<file path="src/sv/nahb_pkg.sv">
// shared types and constants for the horizon blend core
// no dependencies
package nahb_pkg;

    localparam int C_FRAC_BITS  = 16;
    localparam int C_W_BITS     = C_FRAC_BITS + 1;
    localparam int C_VAL_BITS   = 32;
    localparam int C_SUM_BITS   = 56;
    localparam int C_SEEN_BITS  = 24;
    localparam int C_PROD_BITS  = C_VAL_BITS + C_W_BITS + 1;
    localparam int C_RATE_BITS  = 17;
    localparam int C_DIV_STEPS  = C_VAL_BITS;
    localparam int C_CNT_BITS   = $clog2(C_DIV_STEPS);
    localparam int C_IDX_BITS   = 2;

    localparam logic [C_W_BITS-1:0] C_ONE = C_W_BITS'(1) << C_FRAC_BITS;

    // configuration register indexes
    localparam logic [C_IDX_BITS-1:0] C_REG_BLEND_MODE = C_IDX_BITS'(0);
    localparam logic [C_IDX_BITS-1:0] C_REG_TRADE_RATE = C_IDX_BITS'(1);

    typedef enum logic [2:0] {
        S_IDLE,
        S_MUL,
        S_ACC,
        S_DECAY,
        S_ABS,
        S_CHK,
        S_DIV,
        S_FIN
    } t_state;

    typedef struct packed {
        logic load;
        logic mul_decay;
        logic acc_en;
        logic decay_en;
        logic abs_en;
        logic chk_en;
        logic div_step;
        logic fin_en;
    } t_dp_ctrl;

    typedef struct packed {
        logic last_h;
        logic out_full;
    } t_dp_stat;

endpackage

</file>
<file path="src/sv/nahb_dp.sv">
// datapath: config registers, shared multiplier, accumulators, radix-2 divider
// and output register; depends on nahb_pkg
module nahb_dp (
    input  logic                                     i_clk,
    input  logic                                     i_rst_n,
    input  nahb_pkg::t_dp_ctrl                       i_ctrl,
    output nahb_pkg::t_dp_stat                       o_stat,
    input  logic                                     i_cfg_we,
    input  logic [nahb_pkg::C_IDX_BITS-1:0]          i_cfg_index,
    input  logic [nahb_pkg::C_RATE_BITS-1:0]         i_cfg_data,
    input  logic signed [nahb_pkg::C_VAL_BITS-1:0]   i_sample_value,
    input  logic                                     i_sample_valid,
    input  logic                                     i_last_horizon,
    input  logic                                     i_last_name,
    input  logic                                     i_out_stall,
    output logic                                     o_out_valid,
    output logic signed [nahb_pkg::C_VAL_BITS-1:0]   o_aim_value,
    output logic                                     o_aim_valid,
    output logic                                     o_period_end
);
    import nahb_pkg::*;

    localparam logic signed [C_SUM_BITS-1:0] C_SUM_MAX = {1'b0, {(C_SUM_BITS-1){1'b1}}};
    localparam logic signed [C_SUM_BITS-1:0] C_SUM_MIN = {1'b1, {(C_SUM_BITS-1){1'b0}}};
    localparam logic signed [C_VAL_BITS-1:0] C_VAL_MAX = {1'b0, {(C_VAL_BITS-1){1'b1}}};
    localparam logic signed [C_VAL_BITS-1:0] C_VAL_MIN = {1'b1, {(C_VAL_BITS-1){1'b0}}};
    localparam logic [C_VAL_BITS-1:0]        C_MAG_MIN = {1'b1, {(C_VAL_BITS-1){1'b0}}};

    logic                          r_mode;
    logic [C_RATE_BITS-1:0]        r_rate;

    logic signed [C_VAL_BITS-1:0]  r_v;
    logic                          r_valid;
    logic                          r_last_h;
    logic                          r_last_n;
    logic [C_W_BITS-1:0]           r_w;

    logic signed [C_SUM_BITS-1:0]  r_ws;
    logic [C_SEEN_BITS-1:0]        r_seen;
    logic [C_W_BITS-1:0]           r_cw;

    logic signed [C_PROD_BITS-1:0] r_prod;

    logic [C_SEEN_BITS-1:0]        r_rem;
    logic [C_VAL_BITS-1:0]         r_quo;
    logic                          r_neg;
    logic                          r_ovf;

    logic                          r_out_valid;
    logic signed [C_VAL_BITS-1:0]  r_aim_value;
    logic                          r_aim_valid;
    logic                          r_period_end;

    logic [C_W_BITS-1:0]           rate_sat;
    logic [C_W_BITS-1:0]           factor;
    logic signed [C_W_BITS:0]      mul_a;
    logic signed [C_VAL_BITS:0]    mul_b;
    logic signed [C_PROD_BITS:0]   mul_full;
    logic signed [C_SUM_BITS:0]    sum_ext;
    logic [C_SEEN_BITS:0]          seen_ext;
    logic [C_SUM_BITS-1:0]         mag;
    logic [C_SEEN_BITS:0]          div_part;
    logic [C_SEEN_BITS:0]          div_diff;
    logic                          div_ge;
    logic signed [C_VAL_BITS-1:0]  res_value;
    logic                          res_valid;

    // decay factor, rate saturated at one
    assign rate_sat = (r_rate > C_RATE_BITS'(C_ONE)) ? C_ONE : C_W_BITS'(r_rate);
    assign factor   = C_ONE - rate_sat;

    // shared multiplier: weight times sample, then weight times decay factor
    assign mul_a    = $signed({1'b0, (i_ctrl.mul_decay ? r_cw : r_w)});
    assign mul_b    = i_ctrl.mul_decay ? $signed({{(C_VAL_BITS-C_W_BITS+1){1'b0}}, factor})
                                       : (C_VAL_BITS+1)'(r_v);
    assign mul_full = mul_a * mul_b;

    assign sum_ext  = (C_SUM_BITS+1)'(r_ws) + (C_SUM_BITS+1)'(r_prod);
    assign seen_ext = {1'b0, r_seen} + (C_SEEN_BITS+1)'(r_w);

    assign mag      = r_ws[C_SUM_BITS-1] ? unsigned'(-r_ws) : unsigned'(r_ws);

    // one restoring division step
    assign div_part = {r_rem, r_quo[C_VAL_BITS-1]};
    assign div_ge   = div_part >= {1'b0, r_seen};
    assign div_diff = div_part - {1'b0, r_seen};

    always_comb begin
        res_valid = (r_seen != '0);
        res_value = '0;
        if (res_valid) begin
            if (r_neg) begin
                if (r_ovf || (r_quo > C_MAG_MIN)) begin
                    res_value = C_VAL_MIN;
                end else begin
                    res_value = signed'(-r_quo);
                end
            end else begin
                if (r_ovf || r_quo[C_VAL_BITS-1]) begin
                    res_value = C_VAL_MAX;
                end else begin
                    res_value = signed'(r_quo);
                end
            end
        end
    end

    always_ff @(posedge i_clk) begin
        if (!i_rst_n) begin
            r_mode <= 1'b0;
            r_rate <= C_RATE_BITS'(C_ONE);
        end else if (i_cfg_we) begin
            if (i_cfg_index == C_REG_BLEND_MODE) begin
                r_mode <= i_cfg_data[0];
            end else if (i_cfg_index == C_REG_TRADE_RATE) begin
                r_rate <= i_cfg_data;
            end
        end
    end

    always_ff @(posedge i_clk) begin
        if (i_ctrl.load) begin
            r_v      <= i_sample_value;
            r_valid  <= i_sample_valid;
            r_last_h <= i_last_horizon;
            r_last_n <= i_last_name;
            r_w      <= r_mode ? r_cw : C_ONE;
        end
        r_prod <= mul_full[C_PROD_BITS-1:0];
        if (i_ctrl.abs_en) begin
            r_rem <= mag[C_SUM_BITS-1:C_VAL_BITS];
            r_quo <= mag[C_VAL_BITS-1:0];
            r_neg <= r_ws[C_SUM_BITS-1];
        end else if (i_ctrl.div_step) begin
            r_rem <= div_ge ? div_diff[C_SEEN_BITS-1:0] : div_part[C_SEEN_BITS-1:0];
            r_quo <= {r_quo[C_VAL_BITS-2:0], div_ge};
        end
        if (i_ctrl.chk_en) begin
            r_ovf <= (r_rem >= r_seen);
        end
    end

    // per-name state
    always_ff @(posedge i_clk) begin
        if (!i_rst_n) begin
            r_ws   <= '0;
            r_seen <= '0;
            r_cw   <= C_ONE;
        end else if (i_ctrl.fin_en) begin
            r_ws   <= '0;
            r_seen <= '0;
            r_cw   <= C_ONE;
        end else begin
            if (i_ctrl.acc_en && r_valid) begin
                if (sum_ext[C_SUM_BITS] != sum_ext[C_SUM_BITS-1]) begin
                    r_ws <= sum_ext[C_SUM_BITS] ? C_SUM_MIN : C_SUM_MAX;
                end else begin
                    r_ws <= sum_ext[C_SUM_BITS-1:0];
                end
                r_seen <= seen_ext[C_SEEN_BITS] ? '1 : seen_ext[C_SEEN_BITS-1:0];
            end
            if (i_ctrl.decay_en) begin
                r_cw <= r_prod[C_FRAC_BITS +: C_W_BITS];
            end
        end
    end

    // output register
    always_ff @(posedge i_clk) begin
        if (!i_rst_n) begin
            r_out_valid <= 1'b0;
        end else if (i_ctrl.fin_en) begin
            r_out_valid <= 1'b1;
        end else if (!i_out_stall) begin
            r_out_valid <= 1'b0;
        end
    end

    always_ff @(posedge i_clk) begin
        if (i_ctrl.fin_en) begin
            r_aim_value  <= res_value;
            r_aim_valid  <= res_valid;
            r_period_end <= r_last_n;
        end
    end

    assign o_stat.last_h   = r_last_h;
    assign o_stat.out_full = r_out_valid && i_out_stall;

    assign o_out_valid  = r_out_valid;
    assign o_aim_value  = r_aim_value;
    assign o_aim_valid  = r_aim_valid;
    assign o_period_end = r_period_end;

endmodule

</file>
<file path="src/sv/nahb_ctrl.sv">
// sequencer: steps one request through multiply, accumulate, decay and, on a last-horizon row, divide
// depends on nahb_pkg
module nahb_ctrl (
    input  logic               i_clk,
    input  logic               i_rst_n,
    input  logic               i_in_valid,
    output logic               o_in_stall,
    input  nahb_pkg::t_dp_stat i_stat,
    output nahb_pkg::t_dp_ctrl o_ctrl
);
    import nahb_pkg::*;

    t_state                r_state;
    t_state                n_state;
    logic [C_CNT_BITS-1:0] r_cnt;
    logic [C_CNT_BITS-1:0] n_cnt;

    always_ff @(posedge i_clk) begin
        if (!i_rst_n) begin
            r_state <= S_IDLE;
            r_cnt   <= '0;
        end else begin
            r_state <= n_state;
            r_cnt   <= n_cnt;
        end
    end

    always_comb begin
        n_state = r_state;
        n_cnt   = r_cnt;
        case (r_state)
            S_IDLE:  if (i_in_valid) n_state = S_MUL;
            S_MUL:   n_state = S_ACC;
            S_ACC:   n_state = S_DECAY;
            S_DECAY: n_state = i_stat.last_h ? S_ABS : S_IDLE;
            S_ABS:   n_state = S_CHK;
            S_CHK: begin
                n_state = S_DIV;
                n_cnt   = C_CNT_BITS'(C_DIV_STEPS - 1);
            end
            S_DIV: begin
                n_cnt = r_cnt - 1'b1;
                if (r_cnt == '0) n_state = S_FIN;
            end
            S_FIN:   if (!i_stat.out_full) n_state = S_IDLE;
            default: n_state = S_IDLE;
        endcase
    end

    always_comb begin
        o_ctrl = '0;
        case (r_state)
            S_IDLE:  o_ctrl.load      = i_in_valid;
            S_MUL:   o_ctrl.mul_decay = 1'b0;
            S_ACC: begin
                o_ctrl.acc_en    = 1'b1;
                o_ctrl.mul_decay = 1'b1;
            end
            S_DECAY: o_ctrl.decay_en  = 1'b1;
            S_ABS:   o_ctrl.abs_en    = 1'b1;
            S_CHK:   o_ctrl.chk_en    = 1'b1;
            S_DIV:   o_ctrl.div_step  = 1'b1;
            S_FIN:   o_ctrl.fin_en    = !i_stat.out_full;
            default: o_ctrl = '0;
        endcase
    end

    assign o_in_stall = (r_state != S_IDLE);

endmodule

</file>
<file path="src/sv/nan_aware_horizon_blend_core.sv">
// top level of the horizon blend core: sequencer plus shared datapath
// depends on nahb_pkg, nahb_ctrl and nahb_dp
//
// usage
// - input channel (i_in_valid / o_in_stall): one request per horizon row of a
//   name, carrying a q16.16 sample, its valid flag and last-horizon/last-name marks
// - output channel (o_out_valid / i_out_stall): one blended aim per name, given
//   on the row marked last horizon; rows without the mark give nothing
// - config channel (i_cfg_valid / o_cfg_ready): index 0 blend mode, index 1 trade
//   rate; always ready, write only while the core is idle
// - a row without the last-horizon mark is loaded, multiplied, accumulated and
//   decayed through the one shared multiplier; no new row is taken meanwhile
// - a last-horizon row adds magnitude, range check, 32 steps of the
//   radix-2 divider, then the result is registered; result visible the
//   cycle after
// - the output register frees the input side: new rows are taken while a result
//   waits; only a second result stalls the sequencer until the first is taken
// - reset (synchronous, active low) clears the sequencer, the output valid, the
//   per-name sums and loads blend mode 0 and trade rate 1.0
module nan_aware_horizon_blend_core (
    input  logic                                   i_clk,
    input  logic                                   i_rst_n,
    // input channel
    input  logic                                   i_in_valid,
    output logic                                   o_in_stall,
    input  logic signed [nahb_pkg::C_VAL_BITS-1:0] i_sample_value,
    input  logic                                   i_sample_valid,
    input  logic                                   i_last_horizon,
    input  logic                                   i_last_name,
    // output channel
    output logic                                   o_out_valid,
    input  logic                                   i_out_stall,
    output logic signed [nahb_pkg::C_VAL_BITS-1:0] o_aim_value,
    output logic                                   o_aim_valid,
    output logic                                   o_period_end,
    // configuration channel
    input  logic                                   i_cfg_valid,
    output logic                                   o_cfg_ready,
    input  logic [nahb_pkg::C_IDX_BITS-1:0]        i_cfg_index,
    input  logic [nahb_pkg::C_RATE_BITS-1:0]       i_cfg_data
);
    import nahb_pkg::*;

    t_dp_ctrl ctrl;
    t_dp_stat stat;
    logic     cfg_we;

    // register writes must not collide with work; the block does not enforce this and keeps the port always open
    assign o_cfg_ready = 1'b1;
    assign cfg_we      = i_cfg_valid && o_cfg_ready;

    nahb_ctrl u_ctrl (
        .i_clk      (i_clk),
        .i_rst_n    (i_rst_n),
        .i_in_valid (i_in_valid),
        .o_in_stall (o_in_stall),
        .i_stat     (stat),
        .o_ctrl     (ctrl)
    );

    nahb_dp u_dp (
        .i_clk          (i_clk),
        .i_rst_n        (i_rst_n),
        .i_ctrl         (ctrl),
        .o_stat         (stat),
        .i_cfg_we       (cfg_we),
        .i_cfg_index    (i_cfg_index),
        .i_cfg_data     (i_cfg_data),
        .i_sample_value (i_sample_value),
        .i_sample_valid (i_sample_valid),
        .i_last_horizon (i_last_horizon),
        .i_last_name    (i_last_name),
        .i_out_stall    (i_out_stall),
        .o_out_valid    (o_out_valid),
        .o_aim_value    (o_aim_value),
        .o_aim_valid    (o_aim_valid),
        .o_period_end   (o_period_end)
    );

endmodule

</file>
<file path="config.mk">
export PLATFORM = sky130hd
export DESIGN_NAME = nan_aware_horizon_blend_core
export DESIGN_NICKNAME = d
export VERILOG_FILES = /design/src/sv/nahb_pkg.sv /design/src/sv/nahb_dp.sv /design/src/sv/nahb_ctrl.sv /design/src/sv/nan_aware_horizon_blend_core.sv
export SDC_FILE = /design/constraint.sdc
export NUM_CORES = 2
export LEC_CHECK = 0
export ABC_AREA = 1
export BUFFER_PORTS_ARGS = -buffer_cell sky130_fd_sc_hd__buf_2
export CAP_MARGIN = 10
export CORE_UTILIZATION = 70
export CTS_BUF_LIST = sky130_fd_sc_hd__clkbuf_2
export DETAILED_ROUTE_END_ITERATION = 12
export GPL_TIMING_DRIVEN = 0
export HOLD_SLACK_MARGIN = 0.08
export PLACE_DENSITY = 0.88
export REMOVE_ABC_BUFFERS = 1
export SYNTH_ARGS = -nofsm -noshare
export SYNTH_HDL_FRONTEND = slang
export SYNTH_SLANG_ARGS = --single-unit
export TNS_END_PERCENT = 100
</file>
<file path="constraint.sdc">
create_clock -name i_clk -period 17.4 [get_ports i_clk]
set_clock_uncertainty 0.15 [all_clocks]
set_input_delay 3.48 -clock i_clk [delete_from_list [all_inputs] [get_ports i_clk]]
set_output_delay 3.48 -clock i_clk [all_outputs]
set_load 0.02 [all_outputs]
</file>
# Word-level counts from Yosys, hierarchy flattened
# Index checks and enable logic that the tools add are counted.
# op_classes
multipliers	1
eq_ne	13
n_reduce_logical	16
n_addsub	7
bitwise_logic	2
magnitude_cmp	4
n_mux	30
# op_table
cell	count
56-bit 2-to-1 mux	3
32-bit 2-to-1 mux	5
24-bit 2-to-1 mux	4
56-bit by 50-bit adder with 57-bit output	1
56-bit negation	1
18-bit by 33-bit multiplier with 50-bit output	1
17-bit 2-to-1 mux	2
33-bit 2-to-1 mux	1
32-bit > comparator, second input constant	1
32-bit negation	1
24-bit by 17-bit adder with 25-bit output	1
25-bit by 24-bit >= comparator with 1-bit output	1
24-bit >= comparator	1
3-bit case mux with 8 select lines	1
24-bit nonzero test	1
24-bit subtractor	1
17-bit > comparator, second input constant	1
17-bit subtractor, first input constant	1
3-bit == test, second input constant	4
3-bit 2-to-1 mux	4
5-bit case mux with 2 select lines	1
1-bit 2-to-1 mux	9
3-bit by 2-bit == test with 1-bit output, second input constant	2
3-bit AND reduction	2
other kinds (17)	23
# totals
in_bits	59
reg_bits	318
out_inout_bits	37

# Longest topological paths before layout
# depth
ltp_word	5
ltp_mapped	41
depth_no_buf	39

# By module
# A second synthesis with hierarchy kept.
# unflattened
hier_cells	5481
area_unflattened_um2	41303.4
# by_module_without_submodules
mod	cells_each	instances	area_per_inst_um2
nahb_dp	5402	1	40816.6
nahb_ctrl	77	1	475.5
nan_aware_horizon_blend_core	2	1	11.3

# Worst setup path after synthesis
# OpenSTA, ideal clock, no wires.
# synth_path
kind	reg2reg
from	reg u_ctrl.r_state[0]
to	reg u_dp.r_prod[46]
setup_slack_ps	10324
period_less_slack_ps	7076
setup_ps	72
path_buffers	2
stages_incl_launch_ff	27
t_arrival_ps	6855
t_required_ps	17178
path_cell_list	dfxtp_1 inv_1 ha_1 inv_1 nor2_2 buf_2 nor2_1 a21oi_1 clkbuf_1 nor2_1 fa_1 fa_1 inv_1 fa_1 fa_1 fa_1 inv_1 fa_1 ha_1 nand2_1 nor2_1 inv_1 nor2_1 nand2_1 or2_2 o211ai_1 xor2_1
# synth_between
elab_chain_cells	4
elab_cells_between_ends	5
cone_classes	1 x mul; 1 x eq/ne; 3 x mux
# synth_lines
item	line	source
start: declaration	nahb_ctrl.sv:13	t_state r_state;
start signal: assignment	nahb_ctrl.sv:23	r_state <= n_state;
3-bit by 2-bit == test with 1-bit output (*)	nahb_ctrl.sv:52	case (r_state)
1-bit 2-to-1 mux (*)	nahb_ctrl.sv:52	
17-bit 2-to-1 mux or 33-bit 2-to-1 mux (tied branches)	nahb_dp.sv:73, nahb_dp.sv:74	
18-bit by 33-bit multiplier with 50-bit output (*)	nahb_dp.sv:76	assign mul_full = mul_a * mul_b;
named net u_dp.mul_full[46]	nahb_dp.sv:58	logic signed [C_PROD_BITS:0] mul_full;
end signal: assignment	nahb_dp.sv:129	r_prod <= mul_full[C_PROD_BITS-1:0];
end: declaration	nahb_dp.sv:42	logic signed [C_PROD_BITS-1:0] r_prod;
# The timed path passes the listed nets; every way through them passes the cells marked *.
# A chain may end at the register's enable or synchronous reset.

# Worst setup path in the final report
# layout_path
from	reg u_ctrl.r_state[0]
to	reg u_dp.r_prod[34]
# Same word-level chain as after synthesis.

==> impl_metrics.csv <==
group,metric,value,unit
run_status,status,"finished, final reports clean",
route,vias,38010,
route,drcViolationCount,0,
sta,rsz0062_at_grt,"no",
synth,syn-cell-area,40970,um2
sta,worst_pin_slew,1.224,ns
floorplanning,initial_utilization,70.88,%
route,ant_nets,0,
hold_path,hold_class,"reg -> reg",
route,drt_iter0_markers,3829,
sta,fin_crit,9.143,ns
run,maxCapViolations,0,
critical_path,critPathKind,"reg -> reg",
critical_path,reg2reg_slack,8.26,ns
critical_path,worstPathMaxFanout,34,
clocking,cts_hold_buf,0,
sta,hold-worst-slack,0.2895,ns
global_route,grt_max_degree,55,
critical_path,crit_path_end_kind,"flip-flop",
hold_path,hold-path-cell-count,0,
synth,ys_ff_latch,318,
synth,synthCells,5423,
route,wl_per_cell,20.35,um
clocking,clk_latency,1.17,ns
critical_path,reg2reg_from,"u_ctrl.r_state[0]",
route,viasPerCell,6.004,
global_route,grt_pass1_wl,202400,um
critical_path,crit_top_cell,"inv_1",
placement,dpl-instance-area,42070,um2
hold_path,holdPathEnd,"u_dp.o_period_end",
sta,setup_violations,0,
critical_path,max_stage_delay,0.69,ns
synth,async_flop_share,0,%
placement,hpwl,102100,um
synth,yosys_most_used_dff,"dfxtp_1",
synth,post-synth-top-area-fraction,25.60,%
global_route,antenna_found_initial,2,
critical_path,required,18.24,ns
clocking,cts.path.max_buffers,3,
sta,slew_headroom,18.08,%
clocking,cts_tree,"done",
clocking,path_clk_slew,0.10,ns
critical_path,critPathArrivalTime,9.98,ns
clocking,postCtsResizedCells,0,
critical_path,slowest_stage,"o21ai_0",
route,dr.pass1.iters,6,
global_route,first_global_vias,38550,
route,wirelength,128800,um
final_layout,nFillCells,4468,
synth,synth_edf_count,144,
clocking,postCtsSetupBuffers,0,
sta,setup_tns,0,ns
synth,synth_commonest_cells,"inv_1, nand2_1, nor2_1, fa_1, a21oi_1",
floorplanning,io_pins,96,
floorplanning,rows,88,
synth,netlist_top_cells_area,"fa_1, edfxtp_1, inv_1",
placement,port_buffers,94,
final_layout,layout-drive-gt1-share,6.489,%
clocking,cts_buffers,91,
final_layout,syn_to_final_growth,4.971,%
final_layout,fin_area,43010,um2
critical_path,crit_start,"u_ctrl.r_state[0]",
global_route,grt_overflow,0,
sta,clock.fmax,0.1094,GHz
synth,yosysSeqAreaShare,19.06,%
sta,slew_viol_final,0,
sta,finalCritPeriodShare,52.54,%
clocking,cts-htree-levels,3,
final_layout,instances_no_fill,6331,
synth,post-synth-top-count-cell,"inv_1",
sta,hold_violations,0,
placement,dp.cells,6154,
synth,yosys.area.top_type,"fa_1",
critical_path,crit_path_start_kind,"flip-flop",
placement,gp_congestion,1.010,
floorplanning,die_area,59500,um2
floorplanning,die_x,243.9,um
hold_path,hp-start,"u_dp.r_last_n",
global_route,grt_usage,43.90,%
floorplanning,die_y,243.9,um
critical_path,worstRegToRegCells,30,
floorplanning,core-area,57810,um2
clocking,cts.sinks,318,
clocking,cts_root_buffer,"clkbuf_2",
synth,synthDistinctLibCells,62,
synth,avgSynthCellArea,7.555,um2
critical_path,rr_endpoint,"u_dp.r_prod[34]",
final_layout,nets,6315,
synth,ys_warn_count,0,
flip-flops by register name (all words and copies together), names as in the netlist, 24 cells and up:
signal / cells
u_dp.r_rem: 24
u_dp.r_seen: 24
u_dp.r_quo: 32
u_dp.r_v: 32
u_dp.r_ws: 56
u_dp.r_prod: 50
u_dp.o_aim_value: 32
worst max-delay path by stage:
stage                           end  slack (ns)  cells after the start
detailed placement  u_dp.r_prod[39]        8.16                     29
CTS                 u_dp.r_prod[39]        8.07                     29
global route        u_dp.r_prod[34]        8.07                     30
global placement    u_dp.r_prod[39]        5.14                     28
finish              u_dp.r_prod[34]        8.26                     30
floorplan           u_dp.r_prod[35]        9.02                     29
worst max-delay path: cells and delay by family, from the launching register on:
family | cells | cell delay [ns]
xor gates and xnor gates | 1 | 0.19
adders and majority gates | 8 | 3.67
DFF | 1 | 0.35
and+or+nand+nor | 8 | 1.94
AOI/OAI and AO/OA | 2 | 0.81
buffers and inverters | 11 | 1.82
area by class of cell:
class                           count  area (um2)  area share [%]
Clock buffer                      136       680.7           1.583
Tap cell                          765       957.2           2.226
Inverter                         1096        4114           9.565
Clock inverter                     36       219.0          0.5091
Timing Repair Buffer              112       788.3           1.833
Sequential cell                   318        7809           18.16
Antenna cell                        3       7.507         0.01746
Multi-Input combinational cell   3865       28430           66.11
stage by stage:
| stage | setup WS [ns] | utilization, % |
|---|---|---|
| 5_1_grt | 8.072 | 74.40 |
| 2_1_floorplan | 9.020 | - |
| 6_report | 8.257 | 74.40 |
| 3_5_place_dp | 8.160 | 72.79 |
| 3_3_place_gp | 5.139 | 72.15 |
| 4_1_cts | 8.070 | 74.34 |
layout by cell type (no fill, tap or decap), types with 7 or more instances in the layout:
cell	n
a21o_1	12
clkbuf_2	136
a21oi_2	10
fa_1	524
nand2_2	21
inv_2	9
nor2_1	603
o21bai_1	30
nand2_1	1007
buf_2	94
o21a_1	9
clkinv_2	9
xor2_1	115
dfxtp_1	173
edfxtp_1	144
nand3b_1	13
o221ai_1	11
a21oi_1	411
inv_1	1085
ha_1	248
o211ai_1	17
nor4_1	26
o21ai_0	293
nor3_1	52
o21ai_1	14
or2_2	22
nand3_1	231
xnor2_1	57
nand4_1	42
nor2_2	8
clkinv_1	23
buf_12	9
a31oi_1	20
nand3_2	7
routing by layer:
| metal | share of wire [%] | wire [um] | up-vias | GRT usage [%] |
|---|---|---|---|---|
| met5 | 0 | 0 | - | 0 |
| met4 | 6.4 | 8237 | 0 | 24.67 |
| met3 | 11 | 13690 | 560 | 9.647 |
| met2 | 46 | 59150 | 2276 | 71.52 |
| met1 | 37 | 47770 | 17990 | 54.20 |
| li1 | - | - | 17180 | - |
kinds of logic after synthesis:
logic type                 after synthesis  share of synthesized area (%)
AOI/OAI and AO/OA                      863                          11.47
xor gates and xnor gates               172                          3.677
DFF                                    318                          19.06
and+or+nand+nor                       2057                          20.89
other                                    1                       0.009153
adders and majority gates              772                          33.18
buffers and inverters                 1240                          11.73
Power is not shown: default switching activity piles up to over one toggle a cycle in this logic, so the estimate is an artifact.
